$ cat src/rtl/display_area_scroll_address_gen_defines.svh
// ---------------------------------------------------------------------------
// Display area scroll address generator: assertion macros
// Shared concurrent assertion forms, clocked on clk_i and held off in reset.
// ---------------------------------------------------------------------------
`ifndef DISPLAY_AREA_SCROLL_ADDRESS_GEN_DEFINES_SVH
`define DISPLAY_AREA_SCROLL_ADDRESS_GEN_DEFINES_SVH

// The consequent must hold in the same cycle as the antecedent.
`define DASAG_ASSERT_SAME(label, ante, cons) \
  label: assert property (@(posedge clk_i) disable iff (!rst_ni) (ante) |-> (cons)) \
    else $error("dasag: same-cycle check failed");

// The consequent must hold in the cycle after the antecedent.
`define DASAG_ASSERT_NEXT(label, ante, cons) \
  label: assert property (@(posedge clk_i) disable iff (!rst_ni) (ante) |=> (cons)) \
    else $error("dasag: next-cycle check failed");

`endif

$ cat src/rtl/dasag_pkg.sv
// ---------------------------------------------------------------------------
// Display area scroll address generator package
// Register map, reset values, field positions and shared types.
// ---------------------------------------------------------------------------
package dasag_pkg;

  localparam int unsigned AddrBitsDef = 15;

  localparam int unsigned LineBits   = 10;
  localparam int unsigned StartBits  = 15;
  localparam int unsigned RepeatBits = 6;
  localparam int unsigned PitchBits  = 8;
  localparam int unsigned CtrlBits   = 10;
  localparam int unsigned NumAreas   = 4;
  localparam int unsigned PaddrBits  = 5;

  localparam logic [2:0] RegArea0     = 3'd0;
  localparam logic [2:0] RegArea1     = 3'd1;
  localparam logic [2:0] RegArea2     = 3'd2;
  localparam logic [2:0] RegArea3     = 3'd3;
  localparam logic [2:0] RegControl   = 3'd4;
  localparam logic [2:0] RegRepeat    = 3'd5;
  localparam logic [2:0] RegFirstLine = 3'd6;
  localparam logic [2:0] RegEndLine   = 3'd7;

  localparam logic [CtrlBits-1:0]   CtrlReset      = 10'd80;
  localparam logic [RepeatBits-1:0] RepeatReset    = 6'd1;
  localparam logic [LineBits-1:0]   FirstLineReset = 10'd0;
  localparam logic [LineBits-1:0]   EndLineReset   = 10'd400;

  localparam int unsigned CtrlOddSkipBit  = 8;
  localparam int unsigned CtrlTwoAreaBit  = 9;
  localparam int unsigned AreaPitchKeepBit = 30;

  typedef struct packed {
    logic [NumAreas-1:0][31:0] area_word;
    logic [CtrlBits-1:0]       control_bits;
    logic [RepeatBits-1:0]     line_repeat;
    logic [LineBits-1:0]       first_line;
    logic [LineBits-1:0]       end_line;
  } cfg_t;

  typedef struct packed {
    logic                  frame_last;
    logic                  draw_line;
    logic [StartBits-1:0]  start_address;
    logic [LineBits-1:0]   line_number;
  } result_t;

endpackage

$ cat src/rtl/display_area_scroll_address_gen.sv
// ---------------------------------------------------------------------------
// Display area scroll address generator
// Per-line scan address generation over up to four scroll areas.
// ---------------------------------------------------------------------------
// Each input word is one raster-line tick, or a frame restart when bit 0 is
// set, and yields at most one result word: the line number, the fetch start
// address, a draw flag in tuser and the frame's final line marked by tlast.
// Ticks that arrive while no frame is running give no result. One word is
// taken in every cycle while the skid stage is empty; the result is held in
// the output register, or in the skid register while the output is stalled,
// and updating the line, area and address counters per accepted word sets that
// rate. A skid stage lets the input keep flowing for one word while the output
// is stalled. Configuration must be written only while no frame work is outstanding.
// ---------------------------------------------------------------------------
`include "display_area_scroll_address_gen_defines.svh"

module display_area_scroll_address_gen #(
  parameter int unsigned ADDR_BITS = dasag_pkg::AddrBitsDef
) (
  input  logic                            clk_i,
  input  logic                            rst_ni,
  input  logic                            psel,
  input  logic                            penable,
  input  logic                            pwrite,
  input  logic [dasag_pkg::PaddrBits-1:0] paddr,
  input  logic [31:0]                     pwdata,
  output logic [31:0]                     prdata,
  output logic                            pready,
  input  logic                            s_axis_tvalid,
  output logic                            s_axis_tready,
  // Bit 0 restart, bits 7:1 zero.
  input  logic [7:0]                      s_axis_tdata,
  output logic                            m_axis_tvalid,
  input  logic                            m_axis_tready,
  // Bits 9:0 line_number, bits 24:10 start_address, bits 31:25 zero.
  output logic [31:0]                     m_axis_tdata,
  // Bit 0 draw_line.
  output logic [0:0]                      m_axis_tuser,
  output logic                            m_axis_tlast
);

  dasag_pkg::cfg_t    cfg;
  dasag_pkg::result_t res;
  dasag_pkg::result_t out_res;
  logic               res_valid;

  dasag_regs u_regs (
    .clk_i   (clk_i),
    .rst_ni  (rst_ni),
    .psel    (psel),
    .penable (penable),
    .pwrite  (pwrite),
    .paddr   (paddr),
    .pwdata  (pwdata),
    .prdata  (prdata),
    .pready  (pready),
    .cfg_o   (cfg)
  );

  dasag_engine #(
    .ADDR_BITS (ADDR_BITS)
  ) u_engine (
    .clk_i       (clk_i),
    .rst_ni      (rst_ni),
    .cfg_i       (cfg),
    .in_valid_i  (s_axis_tvalid),
    .in_ready_i  (s_axis_tready),
    .restart_i   (s_axis_tdata[0]),
    .res_valid_o (res_valid),
    .res_o       (res)
  );

  dasag_skid u_skid (
    .clk_i       (clk_i),
    .rst_ni      (rst_ni),
    .in_valid_i  (res_valid),
    .in_data_i   (res),
    .in_ready_o  (s_axis_tready),
    .out_valid_o (m_axis_tvalid),
    .out_data_o  (out_res),
    .out_ready_i (m_axis_tready)
  );

  assign m_axis_tdata = {7'd0, out_res.start_address, out_res.line_number};
  assign m_axis_tuser = out_res.draw_line;
  assign m_axis_tlast = out_res.frame_last;

  `DASAG_ASSERT_SAME(a_skid_full_implies_out, !s_axis_tready, m_axis_tvalid)
  `DASAG_ASSERT_NEXT(a_restart_gives_word, s_axis_tvalid && s_axis_tready && s_axis_tdata[0], m_axis_tvalid)
  `DASAG_ASSERT_SAME(a_skip_only_odd, m_axis_tvalid && !m_axis_tuser[0], m_axis_tdata[0])

endmodule

$ cat src/rtl/dasag_regs.sv
// ---------------------------------------------------------------------------
// Display area scroll address generator configuration registers
// APB-style register file holding the area words and frame controls.
// ---------------------------------------------------------------------------
module dasag_regs (
  input  logic                              clk_i,
  input  logic                              rst_ni,
  input  logic                              psel,
  input  logic                              penable,
  input  logic                              pwrite,
  input  logic [dasag_pkg::PaddrBits-1:0]   paddr,
  input  logic [31:0]                       pwdata,
  output logic [31:0]                       prdata,
  output logic                              pready,
  output dasag_pkg::cfg_t                   cfg_o
);

  dasag_pkg::cfg_t cfg_q, cfg_d;
  logic [2:0]      reg_idx;
  logic            wr_en;

  assign pready  = 1'b1;
  assign reg_idx = paddr[4:2];
  assign wr_en   = psel && penable && pwrite && pready;
  assign cfg_o   = cfg_q;

  always_comb begin
    cfg_d = cfg_q;
    if (wr_en) begin
      unique case (reg_idx)
        dasag_pkg::RegArea0:     cfg_d.area_word[0] = pwdata;
        dasag_pkg::RegArea1:     cfg_d.area_word[1] = pwdata;
        dasag_pkg::RegArea2:     cfg_d.area_word[2] = pwdata;
        dasag_pkg::RegArea3:     cfg_d.area_word[3] = pwdata;
        dasag_pkg::RegControl:   cfg_d.control_bits = pwdata[dasag_pkg::CtrlBits-1:0];
        dasag_pkg::RegRepeat:    cfg_d.line_repeat  = pwdata[dasag_pkg::RepeatBits-1:0];
        dasag_pkg::RegFirstLine: cfg_d.first_line   = pwdata[dasag_pkg::LineBits-1:0];
        dasag_pkg::RegEndLine:   cfg_d.end_line     = pwdata[dasag_pkg::LineBits-1:0];
        default:                 cfg_d = cfg_q;
      endcase
    end
  end

  always_comb begin
    unique case (reg_idx)
      dasag_pkg::RegArea0:     prdata = cfg_q.area_word[0];
      dasag_pkg::RegArea1:     prdata = cfg_q.area_word[1];
      dasag_pkg::RegArea2:     prdata = cfg_q.area_word[2];
      dasag_pkg::RegArea3:     prdata = cfg_q.area_word[3];
      dasag_pkg::RegControl:   prdata = 32'(cfg_q.control_bits);
      dasag_pkg::RegRepeat:    prdata = 32'(cfg_q.line_repeat);
      dasag_pkg::RegFirstLine: prdata = 32'(cfg_q.first_line);
      dasag_pkg::RegEndLine:   prdata = 32'(cfg_q.end_line);
      default:                 prdata = 32'd0;
    endcase
  end

  always_ff @(posedge clk_i or negedge rst_ni) begin
    if (!rst_ni) begin
      cfg_q.area_word    <= '0;
      cfg_q.control_bits <= dasag_pkg::CtrlReset;
      cfg_q.line_repeat  <= dasag_pkg::RepeatReset;
      cfg_q.first_line   <= dasag_pkg::FirstLineReset;
      cfg_q.end_line     <= dasag_pkg::EndLineReset;
    end else begin
      cfg_q <= cfg_d;
    end
  end

endmodule

$ cat src/rtl/dasag_engine.sv
// ---------------------------------------------------------------------------
// Display area scroll address generator line engine
// Holds the scan state and works out one line's result per accepted word while a frame runs or restarts.
// ---------------------------------------------------------------------------
module dasag_engine #(
  parameter int unsigned ADDR_BITS = dasag_pkg::AddrBitsDef
) (
  input  logic              clk_i,
  input  logic              rst_ni,
  input  dasag_pkg::cfg_t   cfg_i,
  input  logic              in_valid_i,
  input  logic              in_ready_i,
  input  logic              restart_i,
  output logic              res_valid_o,
  output dasag_pkg::result_t res_o
);

  localparam int unsigned LB = dasag_pkg::LineBits;
  localparam int unsigned RB = dasag_pkg::RepeatBits;
  localparam int unsigned PB = dasag_pkg::PitchBits;

  function automatic logic [ADDR_BITS-1:0] area_addr(input logic [31:0] word);
    logic [31:0] shifted;
    shifted = {15'd0, word[15:0], 1'b0};
    return shifted[ADDR_BITS-1:0];
  endfunction

  function automatic logic [PB-1:0] area_pitch(input logic [31:0] word,
                                               input logic [7:0]  pitch);
    logic [PB-1:0] p;
    if (word[dasag_pkg::AreaPitchKeepBit]) begin
      p = {pitch[7:1], 1'b0};
    end else begin
      p = {pitch[6:0], 1'b0};
    end
    return p;
  endfunction

  logic [1:0]           area_q, area_d;
  logic [LB-1:0]        left_q, left_d;
  logic [RB-1:0]        rep_q, rep_d;
  logic [ADDR_BITS-1:0] addr_q, addr_d;
  logic [PB-1:0]        pitch_q, pitch_d;
  logic [LB-1:0]        line_q, line_d;
  logic                 done_q, done_d;

  logic [1:0]           eff_area;
  logic [LB-1:0]        eff_left;
  logic [RB-1:0]        eff_rep;
  logic [ADDR_BITS-1:0] eff_addr;
  logic [PB-1:0]        eff_pitch;
  logic [LB-1:0]        eff_line;

  logic                 accept;
  logic                 emit;
  logic                 last;
  logic [LB:0]          line_inc;
  logic [LB-1:0]        left_dec;
  logic [RB-1:0]        rep_dec;
  logic [1:0]           next_area;
  logic [31:0]          next_word;
  logic [31:0]          addr_ext;

  assign accept = in_valid_i && in_ready_i;
  assign emit   = restart_i || !done_q;

  always_comb begin
    if (restart_i) begin
      eff_area  = 2'd0;
      eff_left  = cfg_i.area_word[0][29:20];
      eff_rep   = cfg_i.line_repeat;
      eff_addr  = area_addr(cfg_i.area_word[0]);
      eff_pitch = area_pitch(cfg_i.area_word[0], cfg_i.control_bits[7:0]);
      eff_line  = cfg_i.first_line;
    end else begin
      eff_area  = area_q;
      eff_left  = left_q;
      eff_rep   = rep_q;
      eff_addr  = addr_q;
      eff_pitch = pitch_q;
      eff_line  = line_q;
    end
  end

  assign line_inc  = {1'b0, eff_line} + (LB+1)'(1);
  assign last      = line_inc >= {1'b0, cfg_i.end_line};
  assign left_dec  = eff_left - LB'(1);
  assign rep_dec   = eff_rep - RB'(1);
  assign next_area = cfg_i.control_bits[dasag_pkg::CtrlTwoAreaBit]
                     ? ((eff_area == 2'd0) ? 2'd1 : 2'd0)
                     : eff_area + 2'd1;
  assign next_word = cfg_i.area_word[next_area];

  always_comb begin
    area_d  = area_q;
    left_d  = left_q;
    rep_d   = rep_q;
    addr_d  = addr_q;
    pitch_d = pitch_q;
    line_d  = line_q;
    done_d  = done_q;
    if (accept && emit) begin
      area_d  = eff_area;
      left_d  = eff_left;
      rep_d   = eff_rep;
      addr_d  = eff_addr;
      pitch_d = eff_pitch;
      line_d  = eff_line;
      done_d  = 1'b0;
      if (last) begin
        done_d = 1'b1;
      end else begin
        line_d = line_inc[LB-1:0];
        if (left_dec == '0) begin
          area_d  = next_area;
          left_d  = next_word[29:20];
          rep_d   = cfg_i.line_repeat;
          addr_d  = area_addr(next_word);
          pitch_d = area_pitch(next_word, cfg_i.control_bits[7:0]);
        end else begin
          left_d = left_dec;
          if (rep_dec == '0) begin
            rep_d  = cfg_i.line_repeat;
            addr_d = eff_addr + ADDR_BITS'(eff_pitch);
          end else begin
            rep_d = rep_dec;
          end
        end
      end
    end
  end

  assign addr_ext            = 32'(eff_addr);
  assign res_valid_o         = accept && emit;
  assign res_o.line_number   = eff_line;
  assign res_o.start_address = addr_ext[dasag_pkg::StartBits-1:0];
  assign res_o.draw_line     = !eff_line[0] || !cfg_i.control_bits[dasag_pkg::CtrlOddSkipBit];
  assign res_o.frame_last    = last;

  always_ff @(posedge clk_i or negedge rst_ni) begin
    if (!rst_ni) begin
      area_q  <= 2'd0;
      left_q  <= '0;
      rep_q   <= RB'(1);
      addr_q  <= '0;
      pitch_q <= '0;
      line_q  <= '0;
      done_q  <= 1'b1;
    end else begin
      area_q  <= area_d;
      left_q  <= left_d;
      rep_q   <= rep_d;
      addr_q  <= addr_d;
      pitch_q <= pitch_d;
      line_q  <= line_d;
      done_q  <= done_d;
    end
  end

endmodule

$ cat src/rtl/dasag_skid.sv
// ---------------------------------------------------------------------------
// Display area scroll address generator output stage
// Result register backed by a one-word skid stage towards the output stream.
// ---------------------------------------------------------------------------
module dasag_skid (
  input  logic               clk_i,
  input  logic               rst_ni,
  input  logic               in_valid_i,
  input  dasag_pkg::result_t in_data_i,
  output logic               in_ready_o,
  output logic               out_valid_o,
  output dasag_pkg::result_t out_data_o,
  input  logic               out_ready_i
);

  logic               out_valid_q, out_valid_d;
  logic               skid_valid_q, skid_valid_d;
  dasag_pkg::result_t out_q, out_d;
  dasag_pkg::result_t skid_q, skid_d;
  logic               out_free;

  assign in_ready_o  = !skid_valid_q;
  assign out_valid_o = out_valid_q;
  assign out_data_o  = out_q;
  assign out_free    = !out_valid_q || out_ready_i;

  always_comb begin
    out_valid_d  = out_valid_q;
    skid_valid_d = skid_valid_q;
    out_d        = out_q;
    skid_d       = skid_q;
    if (out_free) begin
      out_valid_d  = skid_valid_q || in_valid_i;
      out_d        = skid_valid_q ? skid_q : in_data_i;
      skid_valid_d = 1'b0;
    end else if (in_valid_i) begin
      skid_valid_d = 1'b1;
      skid_d       = in_data_i;
    end
  end

  always_ff @(posedge clk_i or negedge rst_ni) begin
    if (!rst_ni) begin
      out_valid_q  <= 1'b0;
      skid_valid_q <= 1'b0;
    end else begin
      out_valid_q  <= out_valid_d;
      skid_valid_q <= skid_valid_d;
    end
  end

  always_ff @(posedge clk_i) begin
    out_q  <= out_d;
    skid_q <= skid_d;
  end

endmodule

$ cat config.mk
export PLATFORM = sky130hd
export DESIGN_NAME = display_area_scroll_address_gen
export DESIGN_NICKNAME = d
export VERILOG_FILES = /design/src/rtl/dasag_pkg.sv /design/src/rtl/display_area_scroll_address_gen.sv /design/src/rtl/dasag_regs.sv /design/src/rtl/dasag_engine.sv /design/src/rtl/dasag_skid.sv
export VERILOG_INCLUDE_DIRS = /design/src /design/src/rtl
export SDC_FILE = /design/constraint.sdc
export NUM_CORES = 1
export LEC_CHECK = 0
export BUFFER_PORTS_ARGS = -buffer_cell sky130_fd_sc_hd__buf_2
export CAP_MARGIN = 15
export CELL_PAD_IN_SITES_DETAIL_PLACEMENT = 0
export CELL_PAD_IN_SITES_GLOBAL_PLACEMENT = 1
export CORE_UTILIZATION = 30
export CTS_BUF_LIST = sky130_fd_sc_hd__clkbuf_8
export CTS_CLUSTER_DIAMETER = 60
export DETAILED_ROUTE_END_ITERATION = 7
export PLACE_DENSITY = 0.52
export SETUP_SLACK_MARGIN = 0.15
export SYNTH_ARGS = -nofsm -noshare
export SYNTH_HDL_FRONTEND = slang
export SYNTH_SLANG_ARGS = --single-unit
$ cat constraint.sdc
create_clock -name clk_i -period 3.3 [get_ports clk_i]
set_clock_uncertainty 0.15 [all_clocks]
set_input_delay 0 -clock clk_i [delete_from_list [all_inputs] [get_ports clk_i]]
set_output_delay 0 -clock clk_i [all_outputs]
set_load 0.02 [all_outputs]
-- Word level (Yosys, flattened, before mapping)
Index checks and enable logic that the tools add are counted.
- register bits: 272
- bits in latches: 0
- bits in writable memories: 0
- memory bits (read-only): 0
- bits of input ports: 52
- memories kept: 0
- add/sub/neg operators: 5
- multiply operators: 0
- divide/modulo/power cells: 0
- order comparisons: 2
- equal/unequal tests: 7
- shifts and indexed selects: 0
- multiplexer cells: 30
- bitwise operators: 1
- reduce and logical (&&, ||, !) cells: 27
- operator list (cell ; count):
    32-bit one-hot mux with 8 select lines ; 1
    32-bit binary-select mux with 2-bit select ; 1
    15-bit two-way mux ; 4
    10-bit two-way mux ; 5
    8-bit two-way mux ; 5
    31-bit two-way mux ; 1
    27-bit two-way mux ; 1
    6-bit two-way mux ; 4
    2-bit AND reduction ; 9
    15-bit by 8-bit adder with 15-bit output ; 1
    3-bit == test (second input constant) ; 4
    10-bit by 1-bit adder with 11-bit output (second input constant) ; 1
    11-bit by 10-bit >= comparator with 1-bit output ; 1
    10-bit zero test ; 1
    10-bit by 1-bit subtractor with 10-bit output (second input constant) ; 1
    2-bit two-way mux ; 4
    3-bit by 2-bit == test with 1-bit output (second input constant) ; 2
    6-bit zero test ; 1
    6-bit by 1-bit subtractor with 6-bit output (second input constant) ; 1
    1-bit zero test ; 5
    1-bit logical AND ; 4
    1-bit logical OR ; 4
    1-bit two-way mux ; 4
    3-bit by 1-bit == test with 1-bit output (second input constant) ; 1
    6 further kinds ; 6

-- Longest topological paths before layout
Gate-level depths: netlist (run 1).
- depth after elaboration: 9
- mapped depth: 20

-- Modules after synthesis
From an unflattened synthesis (run 1), not the netlist that was laid out.
- cells, all modules: 1298
- area, all modules: 15172.1 µm²
- modules (own cells, without submodules) (module ; instances ; cells an instance ; area each (µm²) ; seq. area each (µm²)):
    dasag_regs ; 1 ; 503 ; 7419.6 ; 4111.4
    dasag_engine ; 1 ; 694 ; 5634.2 ; 1303.8
    dasag_skid ; 1 ; 93 ; 2062.0 ; 1671.6
    display_area_scroll_address_gen ; 1 ; 8 ; 56.3 ; 0.0

-- Worst setup path before layout (run 1)
OpenSTA, ideal clock, no wires.
- path kind: input to register
- start: input s_axis_tdata[0]
- end: register u_engine.addr_q[6]
- arrival time: 3718 ps
- setup slack: -635 ps
- stages on the path: 15
- path buffers: 5
- cells stage by stage: buf_4 > buf_2 > buf_2 > buf_1 > buf_1 > mux2i_1 > ha_1 > nor4bb_1 > or2_2 > nand3b_1 > xor2_1 > nor3_4 > or4b_1 > a211oi_1 > a221o_1
- cells in the longest elaborated chain, start to end: 8
- elaborated cells on any way between the ends: 24
- ends and longest elaborated chain (what ; RTL line ; RTL):
    start, declared ; display_area_scroll_address_gen.sv:32 ; input logic [7:0] s_axis_tdata,
    parallel branches: the longest is 8 deep, another holds 10-bit by 1-bit adder with 11-bit output ; - ;
    end signal, assigned ; dasag_engine.sv:153 ; addr_q <= addr_d;
    end, declared ; dasag_engine.sv:42 ; logic [ADDR_BITS-1:0] addr_q, addr_d;
Parallel ways; which one is timed is not known. The select of a mux whose other input is x is not followed.
A chain may end at the register's enable or synchronous reset.

==> flow_metrics.tcl, run 1 <==
set metrics [dict create \
    drive_gt1_share_pct 42.9 \
    core_area_sq_mm 0.0488 \
    area_growth_pct 30.8 \
    fmax_mhz 276 \
    layout_min_cycle_time_ns 3.62 \
    start_util_pct 30.3 \
    cts_buffer_depth 3 \
    slew_viol_final 0 \
    overflow 0 \
    critPathKind "reg -> reg" \
    end_kind "flip-flop" \
    nFillCells 4864 \
    cts.sinks 272 \
    met2WireLength_mm 20.3 \
    powerDensity_mw_per_mm2 718 \
    ys_warn_count 0 \
    drt-pass1-iter-count 4 \
    highest_layer "met4" \
    finalSetupTns_ns -8.28 \
    std_cell_rows 81 \
    fin_util_pct 39.7 \
    grtUsageTotal_pct 19.3 \
    hp-class "in -> reg" \
    antenna_found_initial 1 \
    first_iter_violations 521 \
    max_cap_violations 0 \
    drtAntennaViolNets 0 \
    clk_latency_ns 0.63 \
    dp_hpwl_mm 33.2 \
    setup_ws_ns -0.321 \
    p_switching_w 0.00498 \
    vias 11221 \
    wl_met1_mm 24.5 \
    async_flop_share_pct 80.1 \
    wl_per_cell_microns 21.2 \
    grt_pass1_wl_mm 72.9 \
    fin_crit_sh_pct 110 \
    grt_pass1_vias 11465 \
    io_pins 121 \
    clockPowerShare_pct 24.4 \
    synthCells 1222 \
    crit_fanout 5 \
    die_w_microns 224 \
    synth.avg_cell_area_sq_um 12.1 \
    cp.required_ns 3.66 \
    htreeDepth 2 \
    pre_cts_slack_ns -0.372 \
    cp.arrival_ns 3.98 \
    yosysUniqueCellTypes 77 \
    wl_mm 47.5 \
    drc 0 \
    cts_made_buffers 52 \
    share_seq_of_total_power_pct 35.9 \
    violations "setup timing" \
    port_buffers 103 \
    ys.flop_type "dfrtp_1" \
    route.met3.wl_mm 1.75 \
    synth_area_sq_mm 0.0148 \
    peakVddDrop_v 0.000310 \
    start_kind "flip-flop" \
    outcome "complete, but fails checks" \
    comb_power_share_pct 39.8 \
    die_h_microns 224 \
    yosysTopAreaCellShare_pct 35.5 \
    place_congestion 0.821 \
    fin_nets 1611 \
    worstMarginPinSlew_ns 0.713 \
    yosysTopAreaCell "dfrtp_1" \
    die-area_sq_mm 0.0503 \
    synth_area_leaders "dfrtp_1 35%, mux2_2 15%, edfxtp_1 11%" \
    grt_max_degree 67 \
    internal_power_w 0.00895 \
    path_clk_slew_ns 0.06 \
    synth_edf_count 54 \
    vias_per_cell 5.00 \
    setup_violations 48 \
    synth-seq-cells 272 \
    root_buffer "clkbuf_8" \
    hold_viol 0 \
    cts_tree "done" \
    totalPowerFinal_w 0.0139 \
    power.leakage_nw 8.46 \
    seq_area_frac_synth_pct 47.8 \
    relSlewSlack_pct 52.5 \
    rsz0062_at_grt "yes" \
    swShare_pct 35.7 \
    holdWs_ns 0.0426 \
]
cell usage in the layout (no fill, tap or decap), types with 9 or more instances in the layout:
cell type / synthesis / routed
nand2_1: 77 / 76
nand3_1: 28 / 24
nand2b_1: 10 / 9
clkbuf_8: 0 / 64
a31oi_1: 14 / 14
o21ai_0: 54 / 33
ha_1: 24 / 23
dlygate4sd3_1: 0 / 65
nor2_1: 54 / 43
mux2i_1: 41 / 40
dfrtp_1: 210 / 209
o22ai_1: 12 / 12
edfxtp_1: 54 / 54
buf_12: 0 / 16
buf_2: 5 / 101
nor3_1: 22 / 17
xnor2_1: 22 / 21
mux4_2: 50 / 50
xor2_1: 14 / 13
mux2_2: 203 / 201
and3_1: 11 / 10
a21oi_1: 38 / 36
and2_1: 27 / 26
buf_4: 14 / 147
o21ai_1: 4 / 22
inv_1: 26 / 44
layout make-up:
class                      count  area, sq um  area share (%)
multi-input combinational    844         7590            39.1
sequential                   272         7090            36.6
timing repair buffer         337         2700            13.9
clock buffer                  64          881            4.54
tap                          664          831            4.28
clock inverter                34          189           0.974
inverter                      27          104           0.536
antenna                        2         5.00          0.0258
cells in the mapped netlist (8+ instances only):
cell and number:
nand2b_1 10, buf_4 14, nor3_1 22, o21ai_0 54, nor2_1 54, and2_1 27
buf_1 13, or3_1 8, a21oi_1 38, dfstp_2 8, dfrtp_1 210, xnor2_1 22
ha_1 24, a31oi_1 14, clkbuf_1 51, nand2_1 77, nand3_1 28, o22ai_1 12
inv_1 26, mux2i_1 41, mux4_2 50, xor2_1 14, mux2_2 203, edfxtp_1 54
and3_1 11
cells by family (layout without fill, tap and decap cells):
| group | count (synthesis) | count (layout) | synth area share (%) |
|---|---|---|---|
| XOR/XNOR | 36 | 36 | 2.13 |
| AND/OR/NAND/NOR | 278 | 278 | 9.57 |
| AO/OA/AOI/OAI | 201 | 201 | 8.91 |
| other | 2 | 10 | 0.0507 |
| adder cells (fa/ha/maj) | 25 | 25 | 2.16 |
| buffers and inverters | 112 | 462 | 3.33 |
| multiplexers | 296 | 296 | 26.0 |
| flip-flops | 272 | 272 | 47.8 |
registers in the layout, summed over array words and instances, names as in the netlist, 2 cells and up:
name               flops
u_engine.line_q       10
u_engine.rep_q         6
u_regs.cfg_o         164
u_engine.addr_q       15
u_engine.pitch_q       8
u_engine.area_q        2
u_engine.left_q       10
u_skid.out_data_o     27
u_skid.skid_q         27
power groups by stage:
stage,Combinational [W],Clock (W),Sequential (W)
after floorplan,0.00306,0,0.00498
after global placement,0.00508,0,0.00503
after detailed placement,0.00509,0,0.00505
after CTS,0.00541,0.00353,0.00499
after global routing,0.00600,0.00366,0.00511
final,0.00553,0.00339,0.00500
repair_timing:
item	CTS	global route
hold buffers	66	0
endpoints found under the setup margin	49	54
resized for setup	48	23
setup buffers	9	6
endpoints found under the hold margin	455	0
cloned	0	1
pin swaps	12	10
critical path, cell delays in order (launching register included):
cell      delay, ns
dfrtp_1        0.39
mux2_4         0.29
and3_4         0.19
nor2b_4        0.12
nand3_2        0.07
and3b_1        0.20
xnor2_1        0.17
ha_1           0.27
nand4_1        0.13
o21bai_1       0.09
a211o_1        0.27
a21oi_4        0.22
inv_4          0.08
buf_12         0.14
or4_4          0.41
nand3_2        0.08
a211oi_2       0.04
a31o_1         0.18
stage by stage:
stage                     cell area (sq um)  instances
after detailed placement              17300       2062
after floorplan                       15000       1228
after CTS                             19200       2235
after global placement                17300       2062
final                                 19400       2244
after global routing                  19400       2242
final timing paths:
| path | start | to | slack (ns) | depth (start not counted) |
|---|---|---|---|---|
| hold / removal | s_axis_tdata[0] | u_skid.skid_q[25]$_DFFE_PP_ | 0.04 | 4 |
| setup / recovery | u_regs.cfg_o[11]$_DFFE_PN0P_ | u_engine.rep_q[5]$_DFFE_PN0P_ | -0.32 | 17 |
| max in group asynchronous | rst_ni | u_regs.cfg_o[53]$_DFFE_PN0P_ | 1.90 | 4 |
| min in group asynchronous | rst_ni | u_regs.cfg_o[7]$_DFFE_PN1P_ | 0.36 | 3 |
| hold reg to reg | u_engine.done_q$_DFFE_PN1P_ | u_engine.done_q$_DFFE_PN1P_ | 0.32 | 2 |
| setup reg to reg | u_regs.cfg_o[11]$_DFFE_PN0P_ | u_engine.rep_q[5]$_DFFE_PN0P_ | -0.32 | 17 |
metal layers:
| metal | vias up | GRT usage (%) |
|---|---|---|
| li1 | 5201 | - |
| met1 | 5749 | 29.8 |
| met2 | 208 | 27.8 |
| met3 | 63 | 3.00 |
| met4 | 0 | 4.76 |
| met5 | - | 0 |
(Power assumes the default switching activity.)
==> run 2: changes to the inputs <==
--- a/config.mk
+++ b/config.mk
@@ -14,7 +14,7 @@
 export CTS_BUF_LIST = sky130_fd_sc_hd__clkbuf_8
 export CTS_CLUSTER_DIAMETER = 60
 export DETAILED_ROUTE_END_ITERATION = 7
-export PLACE_DENSITY = 0.52
+export PLACE_DENSITY = 0.5
 export SETUP_SLACK_MARGIN = 0.15
 export SYNTH_ARGS = -nofsm -noshare
 export SYNTH_HDL_FRONTEND = slang
==> constraint.sdc (replaced) <==
create_clock -name clk_i -period 3.7 [get_ports clk_i]
set_clock_uncertainty 0.15 [all_clocks]
set_input_delay 0 -clock clk_i [delete_from_list [all_inputs] [get_ports clk_i]]
set_output_delay 0 -clock clk_i [all_outputs]
set_load 0.02 [all_outputs]
==> run 2 against run 1 <==
Net effect: the run now ends clean; setup slack better by 0.42 ns; global-route usage shrank 0.057 points; sequential cell count unchanged; non-clock buffer count is 63 lower; combinational power is 21% lower; highest routed layer unchanged.
==> flow_metrics.tcl, run 2 (synthesized netlist as in run 1, its figures left out) <==
set metrics [dict create \
    outcome "complete, no violations" \
    port_buffers 103 \
    grt_pass1_wl_mm 72.3 \
    place_congestion 0.821 \
    slew_viol_final 0 \
    finalSetupTns_ns 0 \
    hp-class "in -> reg" \
    register_area_sq_mm 0.00709 \
    highest_layer "met4" \
    peakVddDrop_v 0.000268 \
    most-common-layout-cells "210 x dfrtp_1, 201 x mux2_2, 101 x buf_2, 97 x buf_4, 77 x nand2_1" \
    die_w_microns 224 \
    power.leakage_nw 8.10 \
    fin_util_pct 38.1 \
    htreeDepth 2 \
    fin_nets 1548 \
    cts_made_buffers 52 \
    cts_buffer_depth 3 \
    min-delay-start "pwdata[20]" \
    crit_fanout 7 \
    r2r_cells 16 \
    multi_input_area_sq_mm 0.00746 \
    wl_mm 47.5 \
    largest_register_ffs 164 \
    grt_pass1_vias 11016 \
    crit_start "u_engine.line_q[0]$_DFFE_PN0P_" \
    path_clk_slew_ns 0.07 \
    holdPathStages 3 \
    nFillCells 4830 \
    antenna_found_initial 1 \
    max_cap_violations 0 \
    vias 10935 \
    cp.arrival_ns 3.95 \
    vias_per_cell 5.02 \
    met2WireLength_mm 20.7 \
    cp.required_ns 4.06 \
    io_pins 121 \
    drtAntennaViolNets 0 \
    cts.sinks 272 \
    route.met3.wl_mm 2.02 \
    dp_hpwl_mm 33.0 \
    start_kind "flip-flop" \
    rsz0062_at_grt "yes" \
    root_buffer "clkbuf_8" \
    cts_tree "done" \
    fin_crit_sh_pct 97.2 \
    clk_latency_ns 0.63 \
    drt-pass1-iter-count 5 \
    grtUsageTotal_pct 19.2 \
    hold_viol 0 \
    wl_met1_mm 24.0 \
    mostFrequentLayoutCell "dfrtp_1" \
    r2r-start "u_engine.line_q[0]$_DFFE_PN0P_" \
    setup_violations 0 \
    first_iter_violations 540 \
    pre_cts_slack_ns 0.0169 \
    end_kind "flip-flop" \
    fmax_mhz 278 \
    critPathKind "reg -> reg" \
    overflow 0 \
    drc 0 \
    powerDensity_mw_per_mm2 637 \
    std_cell_rows 81 \
    die-area_sq_mm 0.0503 \
    die_h_microns 224 \
    drive_gt1_share_pct 38.7 \
    layout_min_cycle_time_ns 3.60 \
    setup_ws_ns 0.103 \
    grt_max_degree 87 \
    worstMarginPinSlew_ns 0.675 \
    core_area_sq_mm 0.0488 \
    relSlewSlack_pct 54.8 \
    area_growth_pct 25.6 \
    wl_per_cell_microns 21.8 \
    start_util_pct 30.3 \
]
[run 2: changes by cell type in the layout (fill, tap and decap cells not counted), moves of 4 or more]
cell      change
nor2_1        +6
inv_1         +7
clkbuf_8      -7
buf_4        -50
buf_12        -9
o21ai_0      +15
o311ai_2      -4
o21ai_1      -12
nor2_4        -4
[run 2: power by group]
group / internal, W / switching [W] / total (W)
Clock: 0.00163 / 0.00138 / 0.00301
Combinational: 0.00202 / 0.00234 / 0.00436
Sequential: 0.00391 / 0.000578 / 0.00448
[run 2: cell type report]
type,instances,area share (%)
well taps,664,4.46
repair buffers,274,11.2
clock buffers,57,4.21
multi-input cells,844,40.1
clock inverters,39,1.38
flip-flops and latches,272,38.1
diodes,2,0.0269
inverters,27,0.544
[run 2: final timing paths]
| check | end | slack (ns) |
|---|---|---|
| worst max register to register | u_engine.pitch_q[1]$_DFFE_PN0P_ | 0.10 |
| worst min register to register | u_engine.done_q$_DFFE_PN1P_ | 0.32 |
| worst max-delay path | u_engine.pitch_q[1]$_DFFE_PN0P_ | 0.10 |
| worst min-delay path | u_regs.cfg_o[56]$_DFFE_PN0P_ | 0.06 |
| min in group asynchronous | u_regs.cfg_o[32]$_DFFE_PN1P_ | 0.40 |
| max in group asynchronous | u_engine.line_q[5]$_DFFE_PN0P_ | 2.47 |
[run 2: metrics by stage]
stage,hold slack [ns],instances,cell area (sq um),power [W]
6_report,0.0634,2179,18600,0.0119
5_1_grt,0.0241,2177,18600,0.0126
4_1_cts,0.000886,2173,18500,0.0119
3_5_place_dp,-0.0369,2009,16700,0.00867
3_3_place_gp,-0.0375,2009,16700,0.00868
2_1_floorplan,-0.446,1228,14900,0.00709
[run 2: timing repair]
action | 4_1_cts | 5_1_grt
hold buffers | 63 | 0
gates resized for setup | 8 | 27
endpoints found under the setup margin | 29 | 41
endpoints found under the hold margin | 435 | 0
buffers inserted | 5 | 4
pin swaps | 5 | 5
[run 2: critical path, cell delays in order, from the launching register on]
cell and delay (ns):
dfrtp_1 0.37, mux2_4 0.29, ha_2 0.19, o211a_1 0.14
a21bo_2 0.23, xnor2_2 0.06, ha_1 0.33, a21oi_2 0.12
a21boi_0 0.09, a211o_1 0.30, a21oi_4 0.17, inv_2 0.08
buf_4 0.15, nor4_4 0.31, buf_6 0.20, nor3_1 0.05
a221o_1 0.25
[run 2: layer usage]
layer / vias to the layer above / GRT usage [%]
met5: - / 0
met4: 0 / 4.10
met3: 57 / 3.50
met2: 222 / 28.3
met1: 5598 / 29.1
li1: 5058 / -
